### config.mk
export PLATFORM = sky130hd
export DESIGN_NAME = lmfd_queue
export DESIGN_NICKNAME = d
export VERILOG_FILES = /design/src/hw/rtl/lmfd_pkg.sv /design/src/hw/rtl/lmfd_queue.sv
export SDC_FILE = /design/constraint.sdc
export NUM_CORES = 1
export LEC_CHECK = 0
export ABC_AREA = 1
export BUFFER_PORTS_ARGS = -buffer_cell sky130_fd_sc_hd__buf_2
export CORE_ASPECT_RATIO = 1.75
export CORE_MARGIN = 1
export CORE_UTILIZATION = 62
export CTS_CLUSTER_DIAMETER = 100
export DETAILED_ROUTE_END_ITERATION = 10
export PLACE_DENSITY = 0.89
export SYNTH_ARGS = -nofsm -noshare
export SYNTH_HDL_FRONTEND = slang
export SYNTH_SLANG_ARGS = --single-unit
### constraint.sdc
create_clock -name clk -period 5.9 [get_ports clk]
set_input_delay 1.18 -clock clk [delete_from_list [all_inputs] [get_ports clk]]
set_output_delay 1.18 -clock clk [all_outputs]
set_load 0.05 [all_outputs]
### src/hw/rtl/lmfd_pkg.sv
`timescale 1ns / 1ps
`default_nettype none
// ----------------------------------------------------------------------------
// lmfd_pkg: shared types and constants of the LED movie frame delta parser
// Word formats, event codes, parser modes and character codes.
// ----------------------------------------------------------------------------
package lmfd_pkg;

	typedef enum logic [2:0] {
		EV_PIXEL_OFF   = 3'd0,
		EV_PIXEL_ON    = 3'd1,
		EV_FRAME_START = 3'd2,
		EV_FRAME_END   = 3'd3,
		EV_LOOPED      = 3'd4,
		EV_FORMAT_ERR  = 3'd5,
		EV_WIDTH_ERR   = 3'd6,
		EV_UNEXP_END   = 3'd7
	} ev_kind_t;

	typedef enum logic [2:0] {
		MODE_SEEK      = 3'd0,
		MODE_SKIP      = 3'd1,
		MODE_HDR_PRE   = 3'd2,
		MODE_HDR_DIG   = 3'd3,
		MODE_HDR_REST  = 3'd4,
		MODE_ROW_START = 3'd5,
		MODE_ROW       = 3'd6,
		MODE_HALT      = 3'd7
	} parse_mode_t;

	typedef struct packed {
		logic [7:0] char_byte;
		logic       end_of_file;
	} in_item_t;

	typedef struct packed {
		ev_kind_t    event_kind;
		logic [5:0]  pixel_column;
		logic [4:0]  pixel_row;
		logic [15:0] frame_duration;
	} out_item_t;

	// one queued operation: either an in-grid cell or a ready-made event
	typedef struct packed {
		logic        is_cell;
		ev_kind_t    event_kind;
		logic [5:0]  pixel_column;
		logic [4:0]  pixel_row;
		logic [7:0]  cell_value;
		logic [15:0] frame_duration;
	} op_t;

	localparam int unsigned QUEUE_DEPTH = 4;
	localparam int unsigned QUEUE_PW    = 2;

	localparam logic [1:0] CFG_GRID_WIDTH  = 2'd0;
	localparam logic [1:0] CFG_GRID_HEIGHT = 2'd1;

	localparam logic [5:0] GRID_WIDTH_RST  = 6'd18;
	localparam logic [4:0] GRID_HEIGHT_RST = 5'd8;

	localparam logic [7:0] CH_NUL   = 8'h00;
	localparam logic [7:0] CH_TAB   = 8'h09;
	localparam logic [7:0] CH_LF    = 8'h0A;
	localparam logic [7:0] CH_VT    = 8'h0B;
	localparam logic [7:0] CH_FF    = 8'h0C;
	localparam logic [7:0] CH_CR    = 8'h0D;
	localparam logic [7:0] CH_SPACE = 8'h20;
	localparam logic [7:0] CH_HASH  = 8'h23;
	localparam logic [7:0] CH_PLUS  = 8'h2B;
	localparam logic [7:0] CH_ZERO  = 8'h30;
	localparam logic [7:0] CH_NINE  = 8'h39;
	localparam logic [7:0] CH_AT    = 8'h40;

	localparam logic [5:0]  COL_SAT = 6'd63;
	localparam logic [5:0]  COL_LIM = 6'd62;
	localparam logic [4:0]  ROW_SAT = 5'd31;
	localparam logic [4:0]  ROW_LIM = 5'd30;
	localparam logic [15:0] DUR_SAT = 16'hFFFF;

endpackage : lmfd_pkg
`default_nettype wire

### src/hw/rtl/lmfd_queue.sv
`timescale 1ns / 1ps
`default_nettype none
// ----------------------------------------------------------------------------
// lmfd_queue: operation queue
// Short first-in first-out buffer that decouples the parser from the store.
// ----------------------------------------------------------------------------
module lmfd_queue
	import lmfd_pkg::*;
(
	input  wire logic clk,
	input  wire logic arst_n,
	input  wire logic push,
	input  wire op_t  push_op,
	output logic      space,
	input  wire logic pop,
	output logic      head_valid,
	output op_t       head_op
);

	op_t                 slot_q [QUEUE_DEPTH];
	logic [QUEUE_PW-1:0] wr_ptr_q, rd_ptr_q;
	logic [QUEUE_PW:0]   count_q;

	assign space      = count_q != (QUEUE_PW + 1)'(QUEUE_DEPTH);
	assign head_valid = count_q != '0;
	assign head_op    = slot_q[rd_ptr_q];

	always_ff @(posedge clk) begin
		if (push)
			slot_q[wr_ptr_q] <= push_op;
	end

	always_ff @(posedge clk or negedge arst_n) begin
		if (!arst_n) begin
			wr_ptr_q <= '0;
			rd_ptr_q <= '0;
			count_q  <= '0;
		end else begin
			if (push)
				wr_ptr_q <= wr_ptr_q + 1'b1;
			if (pop)
				rd_ptr_q <= rd_ptr_q + 1'b1;
			if (push && !pop)
				count_q <= count_q + 1'b1;
			else if (pop && !push)
				count_q <= count_q - 1'b1;
		end
	end

`ifndef NO_ASSERTIONS
	a_no_overflow: assert property (@(posedge clk) disable iff (!arst_n)
		push |-> (space || pop))
		else $error("queue pushed while full");
	a_no_underflow: assert property (@(posedge clk) disable iff (!arst_n)
		pop |-> head_valid)
		else $error("queue popped while empty");
	a_count_track: assert property (@(posedge clk) disable iff (!arst_n)
		(push && !pop) |=> (count_q == $past(count_q) + 1'b1))
		else $error("queue count lost a push");
`endif

endmodule : lmfd_queue
`default_nettype wire

==> run metrics <==
CTS clock-pin slew for the worst setup and hold paths 0.06 ns; Yosys top cell by area edfxtp_1; FF-to-FF Start rd_ptr_q[1]; syn avg cell area 13.5 µm²; Slew @ Worst Pin 1.21 ns; Hold Path Class flop to flop; CTS Buf Count 17; total power 0.00468 W; maximum vdd drop 0.536 mV; routed length per instance 18.4 µm; sequential share of the synthesized area 71.4%; area growth from synthesis to layout 14.0%; # IOs 84; LEAKAGE 3.19 nW; DP Area 7170 µm²; CTS root buffer clkbuf_16; Multi-input gate area 1380 µm²; Detail Route Antenna Nets 0; Final setup viols 0; gr usage total 25.5%; final global-route overflow total 0; most numerous cell in the Yosys netlist edfxtp_1; IO buf count 83; f_max 251 MHz; synth unique cells 17; ranking of synthesized cells by instance count edfxtp_1 (156), nand2_1 (128), inv_1 (92); r2r setup slk 3.70 ns; Core Box Area 10700 µm²; fin crit share 67.6%; Die Wd 81.2 µm; crit path to head_op[32]; DRT Pass-1 Iters 5; Crit. End Element output pin; Syn Std Cell Area 6810 µm²; drt via density 5.59; Sink Count 163; met2 Use GR 44.5%; CP Max Fanout 115; DRT iter0 DRCs 278; syn_nets 553; Slew HR 19.4%; HPWL Detailed 7.61 mm; global-route wire length before repair 20.5 mm; top cells by area, synth edfxtp_1 (69%), nand2_1 (7.1%), o211ai_2 (5.9%); Starting Density 63.6%; CP arrival 2.81 ns; critical-path cell list buf_4 -> o211ai_1 -> nand2_1 -> buf_2; number of global-route vias before repair 4175; CTS tree done; die height 141 µm; H-tree depth 4; Synth Flop Type edfxtp_1; Max clock buf depth 2; endpoints failing hold 0; Layout Skew 0.00703 ns; unrepaired setup endpoints after global routing false; initial antenna violation count 0; hold_buf cts 0; Final Slew Violations 0; DRC viols 0; Critical R2R Capture rd_ptr_q[1]; layout cells sized above 1 25.6%; max_cap viols 0; CP startpoint rd_ptr_q[0]; reg2reg path depth 2; Yosys top cell area share 68.8%; post-cts gate resize count 0; slowest cell on the critical path dfrtp_4; GRT met3 Usage 6.21%; Final nets 629; Crit path required time 4.72 ns; gp weighted congestion 0.751; max incr delay on CP 1.19 ns; # fillers 639; outcome finished clean; Most Crowded Layer GR met2; Inserted Diodes 0; setup_tns 0 ns; PD cells 603 nW/µm²; wirelength, routed 13.3 mm; DIE AREA 11400 µm²; Startpoint Class flop; Global Route met1 Usage 27.9%; register area 4860 µm²; worst skew pair latency 0.42 ns; fin area 7760 µm²; Post-CTS Setup Bufs 0; Tmin final 3.99 ns; number of flops mapped to enable cells by yosys 156; CP Class flop to output pin; Vias 4038; async set-or-reset flop fraction in the synthesized netlist 4.29%; hold path cells 1; Core Rows 50; synthesis warning total 0; register bit count reported by yosys 163; Post-Synthesis Cells 504; largest net degree at the start of global routing 116
==> worst max-delay path: cells and delay by family (launching register included) <==
kind | cells | cell delay (ns)
AO/OA/AOI/OAI | 1 | 0.19
buffers and inverters | 2 | 0.86
flip-flops | 1 | 1.19
AND/OR/NAND/NOR | 1 | 0.13
==> layout make-up <==
type,count,area share (%)
tap,130,2.09
sequential,163,62.6
clock buffer,19,5.58
timing repair buffer,84,5.45
clock inverter,13,2.08
inverter,92,4.45
multi-input combinational,222,17.7
==> power breakdown <==
group,switching (W),total [W],internal (W)
Sequential,0.000254,0.00178,0.00152
Combinational,0.00137,0.00180,0.000434
Clock,0.000438,0.00110,0.000664
==> metrics by stage <==
step | worst slack [ns] | cells | util [%] | hold WS, ns
2_1_floorplan | 3.27 | 504 | - | 0.463
3_3_place_gp | 2.39 | 691 | 67.0 | 0.478
3_5_place_dp | 2.36 | 691 | 67.0 | 0.525
4_1_cts | 1.87 | 723 | 72.6 | 0.537
5_1_grt | 1.66 | 723 | 72.6 | 0.553
6_report | 1.91 | 723 | 72.6 | 0.537
==> layout by cell type (no fill, tap or decap), types with 2 or more instances in the layout <==
cell type | synthesis | routed
buf_2 | 6 | 83
o211ai_1 | 46 | 46
bufinv_16 | 0 | 3
inv_1 | 92 | 87
nand3_1 | 3 | 3
xor2_1 | 3 | 3
clkbuf_16 | 0 | 17
ha_1 | 5 | 5
o211ai_2 | 32 | 32
clkinvlp_4 | 0 | 6
edfxtp_1 | 156 | 156
inv_2 | 0 | 5
o21ai_1 | 2 | 2
dfrtp_1 | 7 | 5
clkinv_4 | 0 | 2
clkbuf_1 | 4 | 2
nand2_1 | 128 | 128
==> kinds of logic (layout without fill, tap and decap cells) <==
kind of cell / Yosys count / after routing / synth area share (%)
AOI/OAI and AO/OA: 80 / 80 / 11.1
buffers and inverters: 119 / 208 / 8.43
and+or+nand+nor: 132 / 132 / 7.37
adders and majority gates: 6 / 6 / 1.21
DFF: 163 / 163 / 71.4
xor gates and xnor gates: 4 / 4 / 0.515
==> metal layers <==
metal  wire (µm)  share of wire, %  up-vias
li1            -                 -     1884
met4         442               3.3        0
met1        4800                36     1980
met3         720               5.4       32
met2        7360                55      142
met5           0                 0        -
==> worst min-delay path by stage <==
stage / to / startpoint
floorplan: count_q[2] / count_q[2]
global placement: count_q[2] / count_q[2]
detailed placement: wr_ptr_q[0] / wr_ptr_q[0]
CTS: wr_ptr_q[0] / wr_ptr_q[0]
global route: wr_ptr_q[0] / wr_ptr_q[0]
finish: wr_ptr_q[0] / wr_ptr_q[0]
==> registers in the layout, indices dropped and copies added, names as in the netlist <==
register  cells
count_q       3
slot_q      156
wr_ptr_q      2
rd_ptr_q      2
Note: power is estimated with default switching activity, not from simulation.
