==> config.mk <==
export PLATFORM = sky130hd
export DESIGN_NAME = lmfd_back
export DESIGN_NICKNAME = d
export VERILOG_FILES = /design/src/hw/rtl/lmfd_pkg.sv /design/src/hw/rtl/lmfd_back.sv
export SDC_FILE = /design/constraint.sdc
export NUM_CORES = 2
export LEC_CHECK = 0
export ABC_CLOCK_PERIOD_IN_PS = 18300
export BUFFER_PORTS_ARGS = -buffer_cell sky130_fd_sc_hd__buf_4
export CAP_MARGIN = 20
export CORE_UTILIZATION = 40
export CTS_BUF_LIST = sky130_fd_sc_hd__clkbuf_4
export DETAILED_ROUTE_END_ITERATION = 8
export SKIP_LAST_GASP = 1
export SYNTH_ARGS = -nofsm -noshare
export SYNTH_HDL_FRONTEND = slang
export SYNTH_SLANG_ARGS = --single-unit
==> constraint.sdc <==
create_clock -name clk -period 18.3 [get_ports clk]
set_clock_uncertainty 0.2 [all_clocks]
set_input_delay 4.575 -clock clk [delete_from_list [all_inputs] [get_ports clk]]
set_output_delay 4.575 -clock clk [all_outputs]
set_load 0.02 [all_outputs]
==> src/hw/rtl/lmfd_pkg.sv <==
`timescale 1ns / 1ps
`default_nettype none
// ----------------------------------------------------------------------------
// lmfd_pkg: shared types and constants of the LED movie frame delta parser
// Word formats, event codes, parser modes and character codes.
// ----------------------------------------------------------------------------
package lmfd_pkg;

	typedef enum logic [2:0] {
		EV_PIXEL_OFF   = 3'd0,
		EV_PIXEL_ON    = 3'd1,
		EV_FRAME_START = 3'd2,
		EV_FRAME_END   = 3'd3,
		EV_LOOPED      = 3'd4,
		EV_FORMAT_ERR  = 3'd5,
		EV_WIDTH_ERR   = 3'd6,
		EV_UNEXP_END   = 3'd7
	} ev_kind_t;

	typedef enum logic [2:0] {
		MODE_SEEK      = 3'd0,
		MODE_SKIP      = 3'd1,
		MODE_HDR_PRE   = 3'd2,
		MODE_HDR_DIG   = 3'd3,
		MODE_HDR_REST  = 3'd4,
		MODE_ROW_START = 3'd5,
		MODE_ROW       = 3'd6,
		MODE_HALT      = 3'd7
	} parse_mode_t;

	typedef struct packed {
		logic [7:0] char_byte;
		logic       end_of_file;
	} in_item_t;

	typedef struct packed {
		ev_kind_t    event_kind;
		logic [5:0]  pixel_column;
		logic [4:0]  pixel_row;
		logic [15:0] frame_duration;
	} out_item_t;

	// one queued operation: either an in-grid cell or a ready-made event
	typedef struct packed {
		logic        is_cell;
		ev_kind_t    event_kind;
		logic [5:0]  pixel_column;
		logic [4:0]  pixel_row;
		logic [7:0]  cell_value;
		logic [15:0] frame_duration;
	} op_t;

	localparam int unsigned QUEUE_DEPTH = 4;
	localparam int unsigned QUEUE_PW    = 2;

	localparam logic [1:0] CFG_GRID_WIDTH  = 2'd0;
	localparam logic [1:0] CFG_GRID_HEIGHT = 2'd1;

	localparam logic [5:0] GRID_WIDTH_RST  = 6'd18;
	localparam logic [4:0] GRID_HEIGHT_RST = 5'd8;

	localparam logic [7:0] CH_NUL   = 8'h00;
	localparam logic [7:0] CH_TAB   = 8'h09;
	localparam logic [7:0] CH_LF    = 8'h0A;
	localparam logic [7:0] CH_VT    = 8'h0B;
	localparam logic [7:0] CH_FF    = 8'h0C;
	localparam logic [7:0] CH_CR    = 8'h0D;
	localparam logic [7:0] CH_SPACE = 8'h20;
	localparam logic [7:0] CH_HASH  = 8'h23;
	localparam logic [7:0] CH_PLUS  = 8'h2B;
	localparam logic [7:0] CH_ZERO  = 8'h30;
	localparam logic [7:0] CH_NINE  = 8'h39;
	localparam logic [7:0] CH_AT    = 8'h40;

	localparam logic [5:0]  COL_SAT = 6'd63;
	localparam logic [5:0]  COL_LIM = 6'd62;
	localparam logic [4:0]  ROW_SAT = 5'd31;
	localparam logic [4:0]  ROW_LIM = 5'd30;
	localparam logic [15:0] DUR_SAT = 16'hFFFF;

endpackage : lmfd_pkg
`default_nettype wire

==> src/hw/rtl/lmfd_back.sv <==
`timescale 1ns / 1ps
`default_nettype none
// ----------------------------------------------------------------------------
// lmfd_back: frame store and result stage
// Reads the stored cell, compares with the new value, writes changes and
// drives the registered output word. Clears the store after reset.
// ----------------------------------------------------------------------------
module lmfd_back
	import lmfd_pkg::*;
#(
	parameter int unsigned MAX_COLUMNS = 32,
	parameter int unsigned MAX_ROWS    = 16
) (
	input  wire logic clk,
	input  wire logic arst_n,
	input  wire logic head_valid,
	input  wire op_t  head_op,
	output logic      pop,
	output logic      busy,
	output logic      out_valid,
	input  wire logic out_ready,
	output out_item_t out_data
);

	localparam int unsigned DEPTH = MAX_COLUMNS * MAX_ROWS;
	localparam int unsigned AW    = (DEPTH > 1) ? $clog2(DEPTH) : 1;

	logic [7:0]    mem [DEPTH];

	logic          clr_active_q;
	logic [AW-1:0] clr_addr_q;

	logic [11:0]   lin_addr;
	logic [AW-1:0] head_addr;

	logic          valid_s2;
	op_t           op_s2;
	logic [AW-1:0] addr_s2;
	logic [7:0]    rdata_s2;

	logic          fwd_valid_q;
	logic [AW-1:0] fwd_addr_q;
	logic [7:0]    fwd_value_q;

	logic [7:0]    old_value;
	logic          changed, emits, s2_leave, wr_en;
	logic          out_valid_q;
	out_item_t     out_data_q;
	out_item_t     result;

	assign lin_addr  = 12'(head_op.pixel_row - 5'd1) * 12'(MAX_COLUMNS) +
		12'(head_op.pixel_column - 6'd1);
	assign head_addr = lin_addr[AW-1:0];

	assign busy = clr_active_q;
	assign pop  = head_valid && !clr_active_q && (!valid_s2 || s2_leave);

	// the cell written on the previous pass may not be in the read data yet
	assign old_value = (fwd_valid_q && fwd_addr_q == addr_s2) ? fwd_value_q : rdata_s2;
	assign changed   = old_value != op_s2.cell_value;
	assign emits     = !op_s2.is_cell ||
		(changed && (op_s2.cell_value == 8'd0 || op_s2.cell_value == 8'd1));
	assign s2_leave  = valid_s2 && (!emits || !out_valid_q || out_ready);
	assign wr_en     = s2_leave && op_s2.is_cell && changed;

	always_comb begin
		result                = '0;
		result.event_kind     = op_s2.event_kind;
		result.frame_duration = op_s2.frame_duration;
		if (op_s2.is_cell) begin
			result.event_kind   = (op_s2.cell_value == 8'd0) ? EV_PIXEL_OFF : EV_PIXEL_ON;
			result.pixel_column = op_s2.pixel_column;
			result.pixel_row    = op_s2.pixel_row;
		end
	end

	always_ff @(posedge clk) begin
		if (pop)
			rdata_s2 <= mem[head_addr];
		if (clr_active_q)
			mem[clr_addr_q] <= 8'd0;
		else if (wr_en)
			mem[addr_s2] <= op_s2.cell_value;
	end

	always_ff @(posedge clk) begin
		if (pop) begin
			op_s2   <= head_op;
			addr_s2 <= head_addr;
		end
		if (s2_leave && op_s2.is_cell) begin
			fwd_addr_q  <= addr_s2;
			fwd_value_q <= op_s2.cell_value;
		end
		if (s2_leave && emits)
			out_data_q <= result;
	end

	always_ff @(posedge clk or negedge arst_n) begin
		if (!arst_n) begin
			clr_active_q <= 1'b1;
			clr_addr_q   <= '0;
			valid_s2     <= 1'b0;
			fwd_valid_q  <= 1'b0;
			out_valid_q  <= 1'b0;
		end else begin
			if (clr_active_q) begin
				clr_addr_q <= clr_addr_q + 1'b1;
				if (clr_addr_q == AW'(DEPTH - 1))
					clr_active_q <= 1'b0;
			end
			if (pop)
				valid_s2 <= 1'b1;
			else if (s2_leave)
				valid_s2 <= 1'b0;
			if (s2_leave && op_s2.is_cell)
				fwd_valid_q <= 1'b1;
			if (s2_leave && emits)
				out_valid_q <= 1'b1;
			else if (out_ready)
				out_valid_q <= 1'b0;
		end
	end

	assign out_valid = out_valid_q;
	assign out_data  = out_data_q;

`ifndef NO_ASSERTIONS
	a_idle_while_clearing: assert property (@(posedge clk) disable iff (!arst_n)
		clr_active_q |-> (!valid_s2 && !pop))
		else $error("store access during clearing pass");
	a_s2_holds: assert property (@(posedge clk) disable iff (!arst_n)
		(valid_s2 && !s2_leave) |=> (valid_s2 && $stable(addr_s2)))
		else $error("stalled compare stage lost its word");
	a_fwd_tracks: assert property (@(posedge clk) disable iff (!arst_n)
		(s2_leave && op_s2.is_cell) |=> (fwd_valid_q && fwd_addr_q == $past(addr_s2)))
		else $error("forwarding register missed a cell");
	a_no_overwrite: assert property (@(posedge clk) disable iff (!arst_n)
		(out_valid_q && !out_ready) |-> !(s2_leave && emits))
		else $error("output word overwritten while stalled");
`endif

endmodule : lmfd_back
`default_nettype wire
==> results.cfg <==
[power]
p_leak_nw = 56.7
p_per_area_mw_per_mm2 = 104
peakVddDrop_v = 0.0000645

[die]
dieWidth_um = 643
io_pins = 76
die-area_mm2 = 0.414
dieHeight_um = 643
start_util = 0.402
core_mm2 = 0.410
rows = 235

[run]
maxCapViolCount = 0

[yosys]
async_reset_ff_frac = 0.00309
synth-edff-count = 4199
ys_ff_latch = 4212
yosys-top-cells-count = edfxtp_1, mux4_2, nor4_1, clkbuf_1, nand2_1
ys_types = 51
synth_nets = 7182
synthCells = 7131
synth_area_leaders = edfxtp_1, mux4_2, nor4_1, clkbuf_1, nand2_1
synth_seq_area_share = 0.768
synthesis.area_mm2 = 0.165
syn_area_per_cell_um2 = 23.1
yosys_warnings = 0
yosysTopAreaCell = edfxtp_1
synth.most_common_cell = edfxtp_1
synthFlopType = edfxtp_1
synth_top_area_frac = 0.766

[finish]
nets = 8451
area_delta_synth_final_pct = 14.6
fillers = 34000
seqCellArea_mm2 = 0.126
multi_input_area_mm2 = 0.0369
drive_gt1_frac = 0.423
fin_cells = 14500
design_area_mm2 = 0.189

[routing]
ant_nets = 0
drt_iter0_markers = 8564
firstDrtPassIters = 6
via_count = 82500
post-route-drc-count = 0
via_per_inst = 5.68
routed_wl_um = 409000
wl_per_cell_um = 28.1

[clock_network]
cts-root-buf = clkbuf_4
clockBufferDepth = 5
clkTransAtPathRegs_ns = 0.06
cts_tree = done
clk_latency_ns = 1.71
cts_buffers = 1132
clock_sinks = 4212
cts_hold_buf = 0
cts_resized = 0
h-tree-depth = 7
post-cts-setup-buffers = 0

[timing]
slew_viol_final = 0
tightestPinTransition_ns = 1.41
timing.hold.ws_ns = 0.214
finalHoldViolCount = 0
setup_slack_ns = 7.87
period_needed_ns = 10.43
fmax_ghz = 0.0959
rsz0062_at_grt = false
setup_tns_ns = 0
finalCritPeriodShare = 0.570
setup_viol_count_final = 0
max_slew_margin = 0.0596

[global_routing]
grt_pass1_wl_um = 598000
grt_pass1_vias = 86400
grt_antenna_before_repair = 17
track_usage = 0.199
overflow = 0
grt_max_degree = 227

[worst_setup_path]
cpMostUsedCell = buf_4
critPathTopFamily = simple AND/OR/NAND/NOR gates
path_buf_inv = 2
reg2reg_depth = 10
cp_cell_sequence = buf_4, nor2b_1, o21a_4, buf_4
crit_path_max_incr_delay_ns = 0.53
arrival_ns = 5.65
worstPathRequired_ns = 13.53
endpoint_kind = output port
start_kind = input pin
worstPathMaxFanout = 2
critical_path_class = input pin to output port
cp_num_cells = 4
cpMaxStageDelayCell = nor2b_1

[hold_path]
whs_path_depth = 0
min_path_type = register to register

[outcome]
status = finished clean

[placed_design]
gp_congestion = 0.791
dpl_cell_area_mm2 = 0.175
dp_hpwl_um = 229000
io_buffer_count = 75
pre_cts_slack_ns = 6.80
post-place-cells = 12600
## layer usage
metal,up-vias,GRT usage,part of all wire
met3,559,0.0480,0.074
met1,44100,0.273,0.42
met2,3647,0.311,0.49
met4,0,0.0701,0.021
li1,34100,-,-
met5,-,0,0
## layout by cell type, fill, tap and decap left out, types with 9 or more instances in the layout
master | synthesis | final
inv_2 | 0 | 32
clkinv_2 | 0 | 24
nand4_1 | 12 | 12
clkbuf_4 | 0 | 1567
buf_2 | 134 | 15
a21oi_1 | 52 | 51
buf_12 | 0 | 22
edfxtp_1 | 4199 | 4199
mux4_2 | 1288 | 1288
diode_2 | 0 | 26
nor4_2 | 57 | 184
nand3_1 | 47 | 47
clkbuf_2 | 0 | 9
and2_1 | 21 | 13
clkinv_1 | 1 | 160
buf_4 | 4 | 612
nor4_1 | 472 | 345
nand2_1 | 210 | 210
mux2i_1 | 30 | 24
xnor2_1 | 22 | 19
nor2b_1 | 26 | 24
inv_1 | 20 | 20
dfrtp_1 | 12 | 12
nor2_1 | 21 | 21
## logic make-up after synthesis
family | synth area share
xor+xnor | 0.00144
buf+inv | 0.0141
simple gates | 0.0323
mux | 0.178
fa+ha+maj | 0.000654
compound gates | 0.00475
flops | 0.768
## through the flow
step	total power, mW	util
finish	19.7	0.460
global route	20.4	0.460
CTS	19.9	0.459
detailed placement	12.3	0.427
global placement	12.2	0.427
floorplan	11.8	-
## worst reg2reg max path, delay by kind of cell, from the launching register on
family | cells | cell delay, ns
xor+xnor | 1 | 0.24
mux | 1 | 0.17
buf+inv | 3 | 1.93
flops | 1 | 0.55
compound gates | 1 | 0.33
simple gates | 4 | 1.86
## final cells by class
| type | count | area share |
|---|---|---|
| timing repair buffer | 679 | 0.0290 |
| clock buffer | 1557 | 0.0620 |
| inverter | 21 | 0.000445 |
| tap | 5451 | 0.0362 |
| clock inverter | 228 | 0.00556 |
| antenna | 26 | 0.000345 |
| sequential | 4212 | 0.671 |
| multi-input combinational | 2354 | 0.196 |
## worst paths after layout
path | endpoint | startpoint | slack (ns)
setup / recovery | pop | head_valid | 7.87
hold / removal | out_data[8]$_DFFE_PP_ | op_s2[8]$_DFFE_PP_ | 0.21
setup reg to reg | mem[112][4]$_DFFE_PP_ | addr_s2[2]$_DFFE_PP_ | 12.01
hold reg to reg | out_data[8]$_DFFE_PP_ | op_s2[8]$_DFFE_PP_ | 0.21
max in group asynchronous | busy$_DFF_PN1_ | arst_n | 15.00
min in group asynchronous | clr_addr_q[0]$_DFFE_PN0P_ | arst_n | 2.55
## registers in the layout, summed over array words and instances (netlist names)
register and count:
rdata_s2 8, clr_addr_q 9, fwd_value_q 8, busy 1, fwd_valid_q 1, out_data 30
addr_s2 9, op_s2 39, fwd_addr_q 9, valid_s2 1, mem 4096, out_valid 1
## power breakdown
part	switching (mW)	leakage, nW	internal (mW)
clock	3.66	7.73	3.96
combinational	0.889	13.1	0.507
sequential	0.0190	35.8	10.6
(Power assumes the default switching activity.)
