--- src/hw/rtl/lmfd_pkg.sv ---
`timescale 1ns / 1ps
`default_nettype none
// ----------------------------------------------------------------------------
// lmfd_pkg: shared types and constants of the LED movie frame delta parser
// Word formats, event codes, parser modes and character codes.
// ----------------------------------------------------------------------------
package lmfd_pkg;

	typedef enum logic [2:0] {
		EV_PIXEL_OFF   = 3'd0,
		EV_PIXEL_ON    = 3'd1,
		EV_FRAME_START = 3'd2,
		EV_FRAME_END   = 3'd3,
		EV_LOOPED      = 3'd4,
		EV_FORMAT_ERR  = 3'd5,
		EV_WIDTH_ERR   = 3'd6,
		EV_UNEXP_END   = 3'd7
	} ev_kind_t;

	typedef enum logic [2:0] {
		MODE_SEEK      = 3'd0,
		MODE_SKIP      = 3'd1,
		MODE_HDR_PRE   = 3'd2,
		MODE_HDR_DIG   = 3'd3,
		MODE_HDR_REST  = 3'd4,
		MODE_ROW_START = 3'd5,
		MODE_ROW       = 3'd6,
		MODE_HALT      = 3'd7
	} parse_mode_t;

	typedef struct packed {
		logic [7:0] char_byte;
		logic       end_of_file;
	} in_item_t;

	typedef struct packed {
		ev_kind_t    event_kind;
		logic [5:0]  pixel_column;
		logic [4:0]  pixel_row;
		logic [15:0] frame_duration;
	} out_item_t;

	// one queued operation: either an in-grid cell or a ready-made event
	typedef struct packed {
		logic        is_cell;
		ev_kind_t    event_kind;
		logic [5:0]  pixel_column;
		logic [4:0]  pixel_row;
		logic [7:0]  cell_value;
		logic [15:0] frame_duration;
	} op_t;

	localparam int unsigned QUEUE_DEPTH = 4;
	localparam int unsigned QUEUE_PW    = 2;

	localparam logic [1:0] CFG_GRID_WIDTH  = 2'd0;
	localparam logic [1:0] CFG_GRID_HEIGHT = 2'd1;

	localparam logic [5:0] GRID_WIDTH_RST  = 6'd18;
	localparam logic [4:0] GRID_HEIGHT_RST = 5'd8;

	localparam logic [7:0] CH_NUL   = 8'h00;
	localparam logic [7:0] CH_TAB   = 8'h09;
	localparam logic [7:0] CH_LF    = 8'h0A;
	localparam logic [7:0] CH_VT    = 8'h0B;
	localparam logic [7:0] CH_FF    = 8'h0C;
	localparam logic [7:0] CH_CR    = 8'h0D;
	localparam logic [7:0] CH_SPACE = 8'h20;
	localparam logic [7:0] CH_HASH  = 8'h23;
	localparam logic [7:0] CH_PLUS  = 8'h2B;
	localparam logic [7:0] CH_ZERO  = 8'h30;
	localparam logic [7:0] CH_NINE  = 8'h39;
	localparam logic [7:0] CH_AT    = 8'h40;

	localparam logic [5:0]  COL_SAT = 6'd63;
	localparam logic [5:0]  COL_LIM = 6'd62;
	localparam logic [4:0]  ROW_SAT = 5'd31;
	localparam logic [4:0]  ROW_LIM = 5'd30;
	localparam logic [15:0] DUR_SAT = 16'hFFFF;

endpackage : lmfd_pkg
`default_nettype wire

--- src/hw/rtl/lmfd_front.sv ---
`timescale 1ns / 1ps
`default_nettype none
// ----------------------------------------------------------------------------
// lmfd_front: byte parser
// Tracks line structure, header duration and cell position; pushes in-grid
// cells and events into the operation queue.
// ----------------------------------------------------------------------------
module lmfd_front
	import lmfd_pkg::*;
#(
	parameter int unsigned MAX_COLUMNS = 32,
	parameter int unsigned MAX_ROWS    = 16
) (
	input  wire logic       clk,
	input  wire logic       arst_n,
	input  wire logic       in_valid,
	output logic            in_ready,
	input  wire in_item_t   in_data,
	input  wire logic       q_space,
	input  wire logic       store_busy,
	input  wire logic [5:0] grid_width,
	input  wire logic [4:0] grid_height,
	output logic            push,
	output op_t             push_op
);

	parse_mode_t mode_q, mode_d;
	logic [15:0] dur_q, dur_d;
	logic [5:0]  col_q, col_d;
	logic [4:0]  row_q, row_d;
	logic [5:0]  width_q, width_d;

	logic        accept;
	logic [7:0]  c;
	logic        c_digit, c_blank, c_skip;
	logic [7:0]  digit;
	logic [19:0] dur_prod;
	logic [15:0] dur_sat;
	logic [5:0]  col_base, col_new;
	logic [4:0]  row_new;
	logic        in_grid;

	assign in_ready = q_space && !store_busy;
	assign accept   = in_valid && in_ready;
	assign c        = in_data.char_byte;
	assign c_digit  = (c >= CH_ZERO) && (c <= CH_NINE);
	assign c_blank  = (c == CH_SPACE) || (c == CH_TAB) || (c == CH_CR) ||
		(c == CH_VT) || (c == CH_FF);
	assign c_skip   = (c == CH_HASH) || (c == CH_NUL);
	assign digit    = c - CH_ZERO;
	assign dur_prod = 20'(dur_q) * 20'd10 + 20'(digit);
	assign dur_sat  = (dur_prod > 20'(DUR_SAT)) ? DUR_SAT : dur_prod[15:0];

	// a row line opens with a fresh column count and the next row
	assign col_base = (mode_q == MODE_ROW_START) ? 6'd0 : col_q;
	assign col_new  = (col_base == COL_SAT) ? COL_SAT : col_base + 6'd1;
	assign row_new  = (mode_q != MODE_ROW_START) ? row_q :
		(row_q == ROW_SAT) ? ROW_SAT : row_q + 5'd1;
	assign in_grid  = (col_new <= COL_LIM) && (col_new <= grid_width) &&
		({1'b0, col_new} <= 7'(MAX_COLUMNS)) &&
		(row_new != 5'd0) && (row_new <= ROW_LIM) && (row_new <= grid_height) &&
		({2'b0, row_new} <= 7'(MAX_ROWS));

	always_ff @(posedge clk or negedge arst_n) begin
		if (!arst_n) begin
			mode_q  <= MODE_SEEK;
			dur_q   <= '0;
			col_q   <= '0;
			row_q   <= '0;
			width_q <= '0;
		end else begin
			mode_q  <= mode_d;
			dur_q   <= dur_d;
			col_q   <= col_d;
			row_q   <= row_d;
			width_q <= width_d;
		end
	end

	always_comb begin
		mode_d  = mode_q;
		dur_d   = dur_q;
		col_d   = col_q;
		row_d   = row_q;
		width_d = width_q;
		push    = 1'b0;
		push_op = '0;
		if (accept && mode_q != MODE_HALT) begin
			if (in_data.end_of_file) begin
				push = 1'b1;
				if (mode_q == MODE_SEEK || mode_q == MODE_SKIP) begin
					mode_d             = MODE_SEEK;
					push_op.event_kind = EV_LOOPED;
				end else begin
					mode_d             = MODE_HALT;
					push_op.event_kind = EV_UNEXP_END;
				end
			end else begin
				unique case (mode_q)
					MODE_SEEK: begin
						if (c == CH_LF) begin
							mode_d = MODE_SEEK;
						end else if (c_skip) begin
							mode_d = MODE_SKIP;
						end else if (c == CH_AT) begin
							dur_d  = '0;
							mode_d = MODE_HDR_PRE;
						end else begin
							mode_d             = MODE_HALT;
							push               = 1'b1;
							push_op.event_kind = EV_FORMAT_ERR;
						end
					end
					MODE_SKIP: begin
						if (c == CH_LF)
							mode_d = MODE_SEEK;
					end
					MODE_HDR_PRE, MODE_HDR_DIG, MODE_HDR_REST: begin
						if (c == CH_LF) begin
							// header line done: open the frame
							row_d                  = '0;
							col_d                  = '0;
							width_d                = '0;
							mode_d                 = MODE_ROW_START;
							push                   = 1'b1;
							push_op.event_kind     = EV_FRAME_START;
							push_op.frame_duration = dur_q;
						end else if (mode_q == MODE_HDR_PRE) begin
							if (c == CH_PLUS) begin
								mode_d = MODE_HDR_DIG;
							end else if (c_digit) begin
								dur_d  = 16'(digit);
								mode_d = MODE_HDR_DIG;
							end else if (!c_blank) begin
								mode_d = MODE_HDR_REST;
							end
						end else if (mode_q == MODE_HDR_DIG) begin
							if (c_digit)
								dur_d = dur_sat;
							else
								mode_d = MODE_HDR_REST;
						end
					end
					MODE_ROW_START, MODE_ROW: begin
						if (mode_q == MODE_ROW_START && (c == CH_LF || c_skip)) begin
							mode_d                 = (c == CH_LF) ? MODE_SEEK : MODE_SKIP;
							push                   = 1'b1;
							push_op.event_kind     = EV_FRAME_END;
							push_op.frame_duration = dur_q;
						end else if (mode_q == MODE_ROW && c == CH_LF) begin
							if (width_q != 6'd0 && col_q != width_q) begin
								mode_d             = MODE_HALT;
								push               = 1'b1;
								push_op.event_kind = EV_WIDTH_ERR;
							end else begin
								width_d = col_q;
								mode_d  = MODE_ROW_START;
							end
						end else begin
							row_d  = row_new;
							col_d  = col_new;
							mode_d = MODE_ROW;
							if (in_grid) begin
								push                   = 1'b1;
								push_op.is_cell        = 1'b1;
								push_op.event_kind     = EV_PIXEL_OFF;
								push_op.pixel_column   = col_new;
								push_op.pixel_row      = row_new;
								push_op.cell_value     = digit;
								push_op.frame_duration = dur_q;
							end
						end
					end
					MODE_HALT: begin
						mode_d = MODE_HALT;
					end
				endcase
			end
		end
	end

endmodule : lmfd_front
`default_nettype wire

--- config.mk ---
export PLATFORM = sky130hd
export DESIGN_NAME = lmfd_front
export DESIGN_NICKNAME = d
export VERILOG_FILES = /design/src/hw/rtl/lmfd_pkg.sv /design/src/hw/rtl/lmfd_front.sv
export SDC_FILE = /design/constraint.sdc
export NUM_CORES = 1
export LEC_CHECK = 0
export BUFFER_PORTS_ARGS = -buffer_cell sky130_fd_sc_hd__buf_2
export CAP_MARGIN = 20
export CELL_PAD_IN_SITES_DETAIL_PLACEMENT = 0
export CELL_PAD_IN_SITES_GLOBAL_PLACEMENT = 1
export CORE_MARGIN = 1
export CORE_UTILIZATION = 45
export CTS_BUF_LIST = sky130_fd_sc_hd__clkbuf_8 sky130_fd_sc_hd__clkbuf_16
export DETAILED_ROUTE_END_ITERATION = 6
export PLACE_DENSITY_LB_ADDON = 0.3
export SLEW_MARGIN = 10
export SYNTH_ARGS = -nofsm -noshare
export SYNTH_HDL_FRONTEND = slang
export SYNTH_SLANG_ARGS = --single-unit
--- constraint.sdc ---
create_clock -name clk -period 8.4 [get_ports clk]
set_clock_uncertainty 0.1 [all_clocks]
set_input_delay 0.84 -clock clk [delete_from_list [all_inputs] [get_ports clk]]
set_output_delay 0.84 -clock clk [all_outputs]
set_load 0.02 [all_outputs]
==> results of run 1 <==
final cells by class:
| class | instances | area [µm²] |
|---|---|---|
| Clock buffer | 5 | 68.8 |
| Clock inverter | 3 | 16.3 |
| Fill cell | 927 | 4430 |
| Inverter | 46 | 173 |
| Multi-Input combinational cell | 454 | 3260 |
| Sequential cell | 36 | 901 |
| Tap cell | 129 | 161 |
| Timing Repair Buffer | 70 | 363 |
metrics by stage:
step	util	std cells
4_1_cts	0.527	743
3_5_place_dp	0.518	735
5_1_grt	0.527	743
3_3_place_gp	0.518	735
2_1_floorplan	-	561
6_report	0.527	743
power by group through the flow:
stage / clock network (mW) / logic (mW) / registers (mW)
5_1_grt: 0.135 / 0.948 / 0.306
2_1_floorplan: 0 / 0.729 / 0.242
4_1_cts: 0.125 / 0.848 / 0.295
3_3_place_gp: 0 / 0.828 / 0.296
3_5_place_dp: 0 / 0.845 / 0.297
6_report: 0.123 / 0.847 / 0.297
flip-flops by register name (all words and copies together), names as in the netlist:
name     flops
row_q        5
dur_q       16
col_q        6
mode_q       3
width_q      6
routing by layer:
layer | GRT usage | up-vias | share of wire
li1 | - | 2142 | -
met1 | 0.304 | 2027 | 0.46
met2 | 0.413 | 60 | 0.50
met3 | 0.0221 | 8 | 0.027
met4 | 0.0468 | 0 | 0.0098
met5 | 0 | - | 0
critical path, stage by stage, from the launching register on:
cell and delay, ns:
dfrtp_1 0.82, nand3b_2 0.29, and2_1 0.25, ha_1 0.25
and3_1 0.21, a21oi_1 0.26, inv_1 0.07, ha_1 0.29
nor2b_1 0.13, o21a_1 0.16, o21a_1 0.16, o21a_1 0.16
o21a_1 0.16, o22ai_1 0.36, nand3_1 0.69, nor3_1 0.33
buf_2 0.22
final timing paths:
path / from / to / depth (start not counted)
max: mode_q[2] / push_op[31] / 16
min: row_q[2] / row_q[2] / 2
max reg2reg: dur_q[1] / dur_q[6] / 11
min reg2reg: row_q[2] / row_q[2] / 2
max in group asynchronous: arst_n / width_q[1] / 1
min in group asynchronous: arst_n / col_q[5] / 1
placed cells by master, fill, tap and decap left out, drive strengths merged, types with 3 or more instances in the layout:
master  instances
nand2b          4
nor4            6
o211ai          3
a22oi           3
and3            8
nor3b          18
nand4           7
nor3           15
ha             51
o31ai          13
a21oi          43
nor2b           8
clkbuf          5
nand2          43
a211o           3
or3             4
inv            48
mux2i           5
a211oi          5
buf            70
xor2           14
o21bai          3
and2            5
a31oi          17
o22ai           3
o21ai          40
o21a            9
nor2           41
xnor2          22
nand3          17
a21o           12
dfrtp          36
kinds of logic after synthesis:
logic type	after synthesis	share of synthesized area
flip-flops	36	0.203
adder cells (fa/ha/maj)	53	0.153
XOR/XNOR	36	0.0729
buffers and inverters	71	0.0627
multiplexers	6	0.0147
AO/OA/AOI/OAI	170	0.264
AND/OR/NAND/NOR	189	0.229
==> impl_table.tex, run 1 <==
\begin{tabular}{lr}
\hline
Metric & Value \\
\hline
\multicolumn{2}{l}{\textbf{Outcome}} \\
Result of the run & finished clean \\
\multicolumn{2}{l}{\textbf{Global route}} \\
Maximum number of pins on one net before global-route repair & 37 \\
Initial antenna violation count & 0 \\
Number of global-route vias before repair & 3946 \\
GRT Overall Usage & 0.232 \\
Total grt overflow & 0 \\
Global-route wire length before repair & 19100 µm \\
\multicolumn{2}{l}{\textbf{Synth}} \\
Proportion of netlist area held by the largest area contributor & 0.203 \\
Share of synthesized area occupied by flip-flops and latches & 0.203 \\
Cell area after synthesis & 0.00443 mm² \\
Largest cells by area after synthesis & dfrtp\_1, ha\_1, xnor2\_1, a21oi\_1, o21ai\_0 \\
Cells after Synth & 561 \\
Number of enable flip-flop cells after synthesis & 0 \\
Most common cell in the netlist & ha\_1 \\
Commonest cells in the synthesized netlist & ha\_1, inv\_1, nand2\_1 \\
Average cell area after synthesis & 7.90 µm² \\
Yosys top cell by area & dfrtp\_1 \\
Nets in the synthesized netlist & 639 \\
Synthesized flop and latch total & 36 \\
Number of distinct library cells after synthesis & 70 \\
Yosys Warn Count & 0 \\
Most instantiated flip-flop cell in the synthesis netlist & dfrtp\_1 \\
Fraction of registers with async set or reset after synthesis & 1.00 \\
\multicolumn{2}{l}{\textbf{Min path}} \\
Class of the most critical hold timing path & reg -> reg \\
\multicolumn{2}{l}{\textbf{Power and ir drop}} \\
Share of power burned in registers & 0.234 \\
Static leakage & 2.48 nW \\
Switching power & 0.661 mW \\
Total power divided by cell area & 256 mW/mm² \\
Post-route total power & 1.27 mW \\
Share of total power in combinational logic & 0.669 \\
Sw frac & 0.522 \\
Internal power & 0.606 mW \\
VDD IR-drop max & 0.181 mV \\
Part of the power in the clock network & 0.097 \\
\multicolumn{2}{l}{\textbf{Detailed routing}} \\
Number of DRC violations after detailed-routing iteration 0 & 154 \\
Residual antenna-violating net count after detailed routing & 0 \\
Detailed-route wire length & 11500 µm \\
Vias post-DR & 4237 \\
Routed length per instance & 15.5 µm \\
Mean number of vias per cell & 5.70 \\
Total iterations of the first detailed-routing run & 4 \\
Number of remaining DRC errors & 0 \\
\multicolumn{2}{l}{\textbf{Floorplanning}} \\
Row count & 35 \\
Area inside the core boundary & 0.00937 mm² \\
DIE WIDTH & 101 µm \\
Number of top-level pins & 66 \\
Die outline height & 101 µm \\
Effective utilization at floorplan & 0.473 \\
DIE AREA & 0.0102 mm² \\
\multicolumn{2}{l}{\textbf{Placed design}} \\
Port Buffers & 65 \\
Setup slack after placement & 2.70 ns \\
Placed Area & 0.00486 mm² \\
Routability Congestion & 0.868 \\
Final HPWL from detailed placement & 8970 µm \\
\multicolumn{2}{l}{\textbf{Finish}} \\
Share of post-route cells with drive strength above 1 & 0.174 \\
\# nets final & 691 \\
Antenna diodes & 0 \\
Summed area of non-filler cells in the final layout & 0.00494 mm² \\
Area added between synthesis and finish & 11.6\% \\
\multicolumn{2}{l}{\textbf{Worst setup path}} \\
Kind of critical path & reg -> out \\
Arrival time worst endpoint & 5.11 ns \\
Largest fanout on the critical path & 24 \\
Critical Path Sink Type & primary output \\
Startpoint type of the worst setup path & flop \\
Worst EP required & 7.46 ns \\
Reg2Reg Setup Slack & 3.83 ns \\
\multicolumn{2}{l}{\textbf{STA}} \\
Fin worst setup slack & 2.35 ns \\
RSZ-0062 raised after global routing & false \\
Transition time at the pin with the least slew margin & 1.10 ns \\
Final Max Tran Viols & 0 \\
Worst hold slack across all endpoints & 0.457 ns \\
Highest Clock Rate & 0.165 GHz \\
Final setup vio count & 0 \\
Final number of hold-violating endpoints & 0 \\
Normalized max-slew margin & 0.250 \\
Aggregate negative setup slack & 0 ns \\
Final critical-path required period & 6.05 ns \\
Share of the clock period used by the worst path after layout & 0.720 \\
\multicolumn{2}{l}{\textbf{Clocking}} \\
Number of buffers added to fix hold violations after cts & 0 \\
TritonCTS clock tree & done \\
Resize count post-CTS & 0 \\
Root Driver & clkbuf\_8 \\
Number of buffers added by the clock tree synthesis step & 5 \\
Clock-pin transition on the worst setup and hold timing paths & 0.08 ns \\
Clk sink count & 36 \\
Number of buffers added for setup after CTS & 0 \\
H-tree depth & 2 \\
Clk buf depth & 2 \\
Clock Latency Late Sink & 0.29 ns \\
\multicolumn{2}{l}{\textbf{Run}} \\
Maxcap violations & 0 \\
\hline
\end{tabular}
Power figures use the tool's default switching activity.
==> run 2, diff against run 1 <==
--- a/config.mk
+++ b/config.mk
@@ -10,7 +10,7 @@
 export CELL_PAD_IN_SITES_DETAIL_PLACEMENT = 0
 export CELL_PAD_IN_SITES_GLOBAL_PLACEMENT = 1
 export CORE_MARGIN = 1
-export CORE_UTILIZATION = 45
+export CORE_UTILIZATION = 39
 export CTS_BUF_LIST = sky130_fd_sc_hd__clkbuf_8 sky130_fd_sc_hd__clkbuf_16
 export DETAILED_ROUTE_END_ITERATION = 6
 export PLACE_DENSITY_LB_ADDON = 0.3
==> constraint.sdc (replaced) <==
create_clock -name clk -period 5.47 [get_ports clk]
set_clock_uncertainty 0.1 [all_clocks]
set_input_delay 0.547 -clock clk [delete_from_list [all_inputs] [get_ports clk]]
set_output_delay 0.547 -clock clk [all_outputs]
set_load 0.02 [all_outputs]
==> impl_table.tex, run 2 (synthesized netlist as in run 1, its figures left out) <==
\begin{tabular}{lr}
\hline
Metric & Value \\
\hline
\multicolumn{2}{l}{\textbf{Clocking}} \\
Root Driver & clkbuf\_16 \\
Clk buf depth & 2 \\
Clock Latency Late Sink & 0.27 ns \\
Clock-pin transition on the worst setup and hold timing paths & 0.06 ns \\
Number of buffers added for setup after CTS & 0 \\
Clk sink count & 36 \\
TritonCTS clock tree & done \\
H-tree depth & 2 \\
Number of buffers added by the clock tree synthesis step & 5 \\
Number of buffers added to fix hold violations after cts & 0 \\
Resize count post-CTS & 0 \\
\multicolumn{2}{l}{\textbf{Finish}} \\
Antenna diodes & 0 \\
Largest register by flop count & dur\_q \\
Leading cell type in the layout, fill and taps excluded & buf\_2 \\
\# nets final & 696 \\
Area added between synthesis and finish & 14.2\% \\
Commonest non-fill, non-tap cells in the layout & buf\_2, ha\_1, inv\_1 \\
Max FFs per register & 16 \\
Largest registers & dur\_q (16), col\_q (6), width\_q (6) \\
Share of post-route cells with drive strength above 1 & 0.183 \\
Count of placed standard cells in the final layout, fillers left out & 758 \\
Final Core Density & 0.463 \\
\multicolumn{2}{l}{\textbf{Min path}} \\
Class of the most critical hold timing path & in -> async \\
\multicolumn{2}{l}{\textbf{STA}} \\
Transition time at the pin with the least slew margin & 0.837 ns \\
Worst hold slack across all endpoints & 0.257 ns \\
Fin worst setup slack & 0.463 ns \\
Final Max Tran Viols & 0 \\
Highest Clock Rate & 0.200 GHz \\
Aggregate negative setup slack & 0 ns \\
Normalized max-slew margin & 0.442 \\
Final setup vio count & 0 \\
Share of the clock period used by the worst path after layout & 0.915 \\
Final critical-path required period & 5.01 ns \\
Final number of hold-violating endpoints & 0 \\
RSZ-0062 raised after global routing & false \\
\multicolumn{2}{l}{\textbf{Global route}} \\
Total grt overflow & 0 \\
GRT Overall Usage & 0.211 \\
Initial antenna violation count & 0 \\
Maximum number of pins on one net before global-route repair & 37 \\
Number of global-route vias before repair & 4141 \\
Global-route wire length before repair & 19700 µm \\
\multicolumn{2}{l}{\textbf{Run}} \\
Maxcap violations & 0 \\
\multicolumn{2}{l}{\textbf{Detailed routing}} \\
Detailed-route wire length & 12100 µm \\
Number of DRC violations after detailed-routing iteration 0 & 239 \\
Total iterations of the first detailed-routing run & 5 \\
Total met2 wirelength after detailed routing & 5900 µm \\
M1 WL & 5700 µm \\
Max layer used & met4 \\
Vias post-DR & 4277 \\
Mean number of vias per cell & 5.64 \\
Number of remaining DRC errors & 0 \\
Residual antenna-violating net count after detailed routing & 0 \\
Routed length per instance & 16.0 µm \\
Routed wire length on met3 & 317 µm \\
\multicolumn{2}{l}{\textbf{Power and ir drop}} \\
VDD IR-drop max & 0.206 mV \\
Static leakage & 2.53 nW \\
Total power divided by cell area & 416 mW/mm² \\
\multicolumn{2}{l}{\textbf{Worst setup path}} \\
Arrival time worst endpoint & 4.36 ns \\
Most frequent cell on the critical path & o21a\_1 \\
Worst EP required & 4.82 ns \\
Cell type of the slowest stage on the worst timing path & nand3\_1 \\
Buffering stage count on the worst path with inverters included & 3 \\
Largest fanout on the critical path & 12 \\
Startpoint type of the worst setup path & flop \\
Critical Path Sink Type & primary output \\
Ordered list of cells on the worst path & nand3b\_2 -> and2\_1 -> ha\_1 -> and3\_1 -> a21oi\_1 -> inv\_1 -> ha\_1 -> nor2b\_1 -> o21a\_1 -> o21a\_1 -> o21a\_1 -> o21a\_1 -> o22ai\_1 -> nand3\_1 -> buf\_4 -> nor3\_1 -> buf\_2 \\
Kind of critical path & reg -> out \\
Cell family with most CP delay & simple AND/OR/NAND/NOR gates \\
Slowest cell delay on critical path & 0.39 ns \\
\multicolumn{2}{l}{\textbf{Placed design}} \\
Final HPWL from detailed placement & 9540 µm \\
Routability Congestion & 0.895 \\
Dpl cells & 751 \\
Setup slack after placement & 0.768 ns \\
Port Buffers & 65 \\
\multicolumn{2}{l}{\textbf{Floorplanning}} \\
Row count & 38 \\
Area inside the core boundary & 0.0109 mm² \\
Number of top-level pins & 66 \\
DIE WIDTH & 109 µm \\
Effective utilization at floorplan & 0.405 \\
Die outline height & 109 µm \\
DIE AREA & 0.0118 mm² \\
\multicolumn{2}{l}{\textbf{Outcome}} \\
Result of the run & finished clean \\
\hline
\end{tabular}
## run 2: final timing paths
check | startpoint | endpoint | slack, ns | depth (start not counted)
worst min register to register | row_q[2] | row_q[2] | 0.45 | 2
worst min-delay path | arst_n | row_q[1] | 0.26 | 1
max in group asynchronous | arst_n | col_q[3] | 4.48 | 1
worst max-delay path | mode_q[1] | push_op[31] | 0.46 | 17
min in group clk | row_q[2] | row_q[2] | 0.45 | 2
worst max register to register | dur_q[1] | dur_q[14] | 1.50 | 12
## run 2: where the power goes
part / internal [mW] / leakage (nW) / total, mW / switching, mW
registers: 0.324 / 0.453 / 0.403 / 0.0792
logic: 0.547 / 2.01 / 1.41 / 0.859
clock network: 0.191 / 0.0760 / 0.295 / 0.104
## run 2: final cells by class
cell class              instances  area, µm²
multi-input cells             454       3260
inverters                      46        173
fillers                      1100       5870
flip-flops and latches         36        901
well taps                     140        175
clock buffers                   7        153
repair buffers                 75        400
## run 2: metal layers
metal | global-route usage | up-vias
met5 | 0 | -
met4 | 0.0608 | 0
met3 | 0.0217 | 14
met2 | 0.376 | 85
met1 | 0.266 | 2024
li1 | - | 2154
## run 2: worst register-to-register path, cell delays in order (launching register included)
cell and delay (ns):
dfrtp_1 0.46, ha_1 0.33, ha_1 0.24, fa_1 0.41, a21o_1 0.23, a221oi_2 0.44, o21ai_2 0.14, xor2_1 0.31
nand3_2 0.17, nor4_4 0.35, mux2i_2 0.24, buf_4 0.27, a31oi_2 0.12
## run 2: through the flow
step | area (µm²) | power, mW
2_1_floorplan | 4430 | 1.49
3_3_place_gp | 4910 | 1.78
3_5_place_dp | 4910 | 1.81
4_1_cts | 5060 | 2.11
5_1_grt | 5060 | 2.28
6_report | 5060 | 2.10
==> run 3, diff against run 2 <==
--- a/config.mk
+++ b/config.mk
@@ -9,7 +9,7 @@
 export CAP_MARGIN = 20
 export CELL_PAD_IN_SITES_DETAIL_PLACEMENT = 0
 export CELL_PAD_IN_SITES_GLOBAL_PLACEMENT = 1
-export CORE_MARGIN = 1
+export CORE_MARGIN = 2
 export CORE_UTILIZATION = 39
 export CTS_BUF_LIST = sky130_fd_sc_hd__clkbuf_8 sky130_fd_sc_hd__clkbuf_16
 export DETAILED_ROUTE_END_ITERATION = 6
==> constraint.sdc (replaced) <==
create_clock -name clk -period 4.4 [get_ports clk]
set_clock_uncertainty 0.1 [all_clocks]
set_input_delay 0.44 -clock clk [delete_from_list [all_inputs] [get_ports clk]]
set_output_delay 0.44 -clock clk [all_outputs]
set_load 0.02 [all_outputs]
==> impl_table.tex, run 3 (synthesized netlist as in run 1, its figures left out) <==
\begin{tabular}{lr}
\hline
Metric & Value \\
\hline
\multicolumn{2}{l}{\textbf{Placed design}} \\
Routability Congestion & 0.845 \\
Placed Area & 0.00497 mm² \\
Port Buffers & 65 \\
Dpl cells & 759 \\
Final HPWL from detailed placement & 9600 µm \\
\multicolumn{2}{l}{\textbf{Worst setup path}} \\
Most frequent cell on the critical path & o21a\_1 \\
FF-to-FF End & dur\_q[9] \\
Ordered list of cells on the worst path & nand3b\_4 -> and2\_1 -> ha\_2 -> and3\_1 -> a21oi\_2 -> inv\_1 -> ha\_1 -> nor2b\_1 -> o21a\_1 -> o21a\_1 -> o21a\_1 -> o21a\_1 -> o22ai\_4 -> a21oi\_4 -> buf\_12 -> nor3b\_2 -> buf\_2 \\
Largest fanout on the critical path & 16 \\
Reg2Reg Setup Slack & 0.52 ns \\
Startpoint of the worst-slack reg-to-reg timing path & dur\_q[1] \\
FF-to-FF path depth & 12 \\
Buffering stage count on the worst path with inverters included & 3 \\
Arrival time worst endpoint & 3.70 ns \\
Startpoint type of the worst setup path & flop \\
Slowest cell delay on critical path & 0.38 ns \\
Critical Path Sink Type & primary output \\
Cell family with most CP delay & compound AO/OA/AOI/OAI gates \\
Worst EP required & 3.86 ns \\
Kind of critical path & reg -> out \\
Cell type of the slowest stage on the worst timing path & dfrtp\_1 \\
\multicolumn{2}{l}{\textbf{Finish}} \\
\# nets final & 707 \\
Antenna diodes & 0 \\
Share of post-route cells with drive strength above 1 & 0.222 \\
Largest registers & dur\_q (16), col\_q (6), width\_q (6) \\
Summed area of non-filler cells in the final layout & 0.00528 mm² \\
Largest register by flop count & dur\_q \\
Count of placed standard cells in the final layout, fillers left out & 770 \\
Commonest non-fill, non-tap cells in the layout & buf\_2, ha\_1, inv\_1 \\
Max FFs per register & 16 \\
Area added between synthesis and finish & 19.1\% \\
Leading cell type in the layout, fill and taps excluded & buf\_2 \\
Number of fillers in the final layout & 1132 \\
\multicolumn{2}{l}{\textbf{Power and ir drop}} \\
VDD IR-drop max & 0.221 mV \\
Total power divided by cell area & 514 mW/mm² \\
Static leakage & 2.62 nW \\
\multicolumn{2}{l}{\textbf{Min path}} \\
Class of the most critical hold timing path & in -> async \\
\multicolumn{2}{l}{\textbf{Global route}} \\
Number of global-route vias before repair & 4224 \\
Total grt overflow & 0 \\
Global-route wire length before repair & 20400 µm \\
Initial antenna violation count & 0 \\
Maximum number of pins on one net before global-route repair & 37 \\
GRT Overall Usage & 0.197 \\
\multicolumn{2}{l}{\textbf{STA}} \\
Final setup vio count & 0 \\
Final number of hold-violating endpoints & 0 \\
Highest Clock Rate & 0.236 GHz \\
Final critical-path required period & 4.24 ns \\
Transition time at the pin with the least slew margin & 0.851 ns \\
Final Max Tran Viols & 0 \\
Normalized max-slew margin & 0.432 \\
Share of the clock period used by the worst path after layout & 0.964 \\
\multicolumn{2}{l}{\textbf{Floorplanning}} \\
DIE WIDTH & 111 µm \\
Number of top-level pins & 66 \\
Area inside the core boundary & 0.0110 mm² \\
Effective utilization at floorplan & 0.403 \\
Row count & 38 \\
Die outline height & 111 µm \\
DIE AREA & 0.0122 mm² \\
\multicolumn{2}{l}{\textbf{Detailed routing}} \\
Vias post-DR & 4309 \\
Routed length per instance & 16.0 µm \\
Detailed-route wire length & 12300 µm \\
Total iterations of the first detailed-routing run & 4 \\
Residual antenna-violating net count after detailed routing & 0 \\
Number of DRC violations after detailed-routing iteration 0 & 300 \\
Mean number of vias per cell & 5.60 \\
Number of remaining DRC errors & 0 \\
\multicolumn{2}{l}{\textbf{Clocking}} \\
H-tree depth & 2 \\
Number of buffers added to fix hold violations after cts & 0 \\
Clk sink count & 36 \\
Clock Latency Late Sink & 0.28 ns \\
Clock-pin transition on the worst setup and hold timing paths & 0.06 ns \\
Number of buffers added by the clock tree synthesis step & 5 \\
TritonCTS clock tree & done \\
Clk buf depth & 2 \\
Root Driver & clkbuf\_16 \\
\multicolumn{2}{l}{\textbf{Outcome}} \\
Result of the run & finished clean \\
\multicolumn{2}{l}{\textbf{Run}} \\
Maxcap violations & 0 \\
\hline
\end{tabular}
## run 3: cell types whose count changed in the layout (fill, tap and decap cells not counted), moves of 2 or more
cell	before	now
nor3b_2	0	10
buf_2	65	63
buf_4	10	20
nor3b_1	18	8
clkbuf_8	2	0
o22ai_1	3	1
buf_6	0	2
## run 3: stage by stage
stage	util	setup TNS, ns	total power [mW]	setup WS (ns)	hold slack, ns
CTS	0.470	-0.00561	2.68	-0.00274	0.201
global placement	0.452	0	2.22	0.173	0.424
global route	0.481	-0.112	2.94	-0.0242	0.246
detailed placement	0.452	-0.00915	2.26	-0.00915	0.430
finish	0.481	0	2.71	0.159	0.162
floorplan	-	0	1.85	0.216	0.0444
## run 3: area by class of cell
cell class                      count  area [µm²]  share of cell area
Clock buffer                        5         125              0.0237
Clock inverter                      3        38.8             0.00735
Inverter                           46         173              0.0327
Multi-Input combinational cell    454        3360               0.636
Sequential cell                    36         901               0.171
Tap cell                          140         175              0.0332
Timing Repair Buffer               86         508              0.0962
## run 3: worst max-delay path by stage
stage                     slack, ns     endpoint  cells after the start  startpoint
after CTS                    -0.003   push_op[3]                     16   mode_q[1]
after detailed placement     -0.009   push_op[2]                     16   mode_q[1]
after global routing          -0.02  push_op[15]                     17   mode_q[1]
after floorplan                0.22  push_op[10]                     16   mode_q[1]
after global placement         0.17   push_op[3]                     16   mode_q[1]
final                          0.16   push_op[2]                     17   mode_q[1]
## run 3: routing by layer
metal | wire length, µm | global-route usage | part of all wire | up-vias
met4 | 77 | 0.0300 | 0.0062 | 0
met1 | 5650 | 0.261 | 0.46 | 2046
met2 | 6160 | 0.348 | 0.50 | 83
met5 | 0 | 0 | 0 | -
met3 | 452 | 0.0285 | 0.037 | 8
li1 | - | - | - | 2172
## run 3: where the power goes
part	leakage (nW)	total (mW)	switching, mW	internal, mW
combinational	2.08	1.80	1.09	0.718
clock	0.0850	0.407	0.142	0.264
sequential	0.453	0.503	0.101	0.402
## run 3: what timing repair did
item,4_1_cts,5_1_grt
gates resized for setup,6,17
setup buffers,0,3
pin swaps,2,5
setup endpoints to repair,35,36
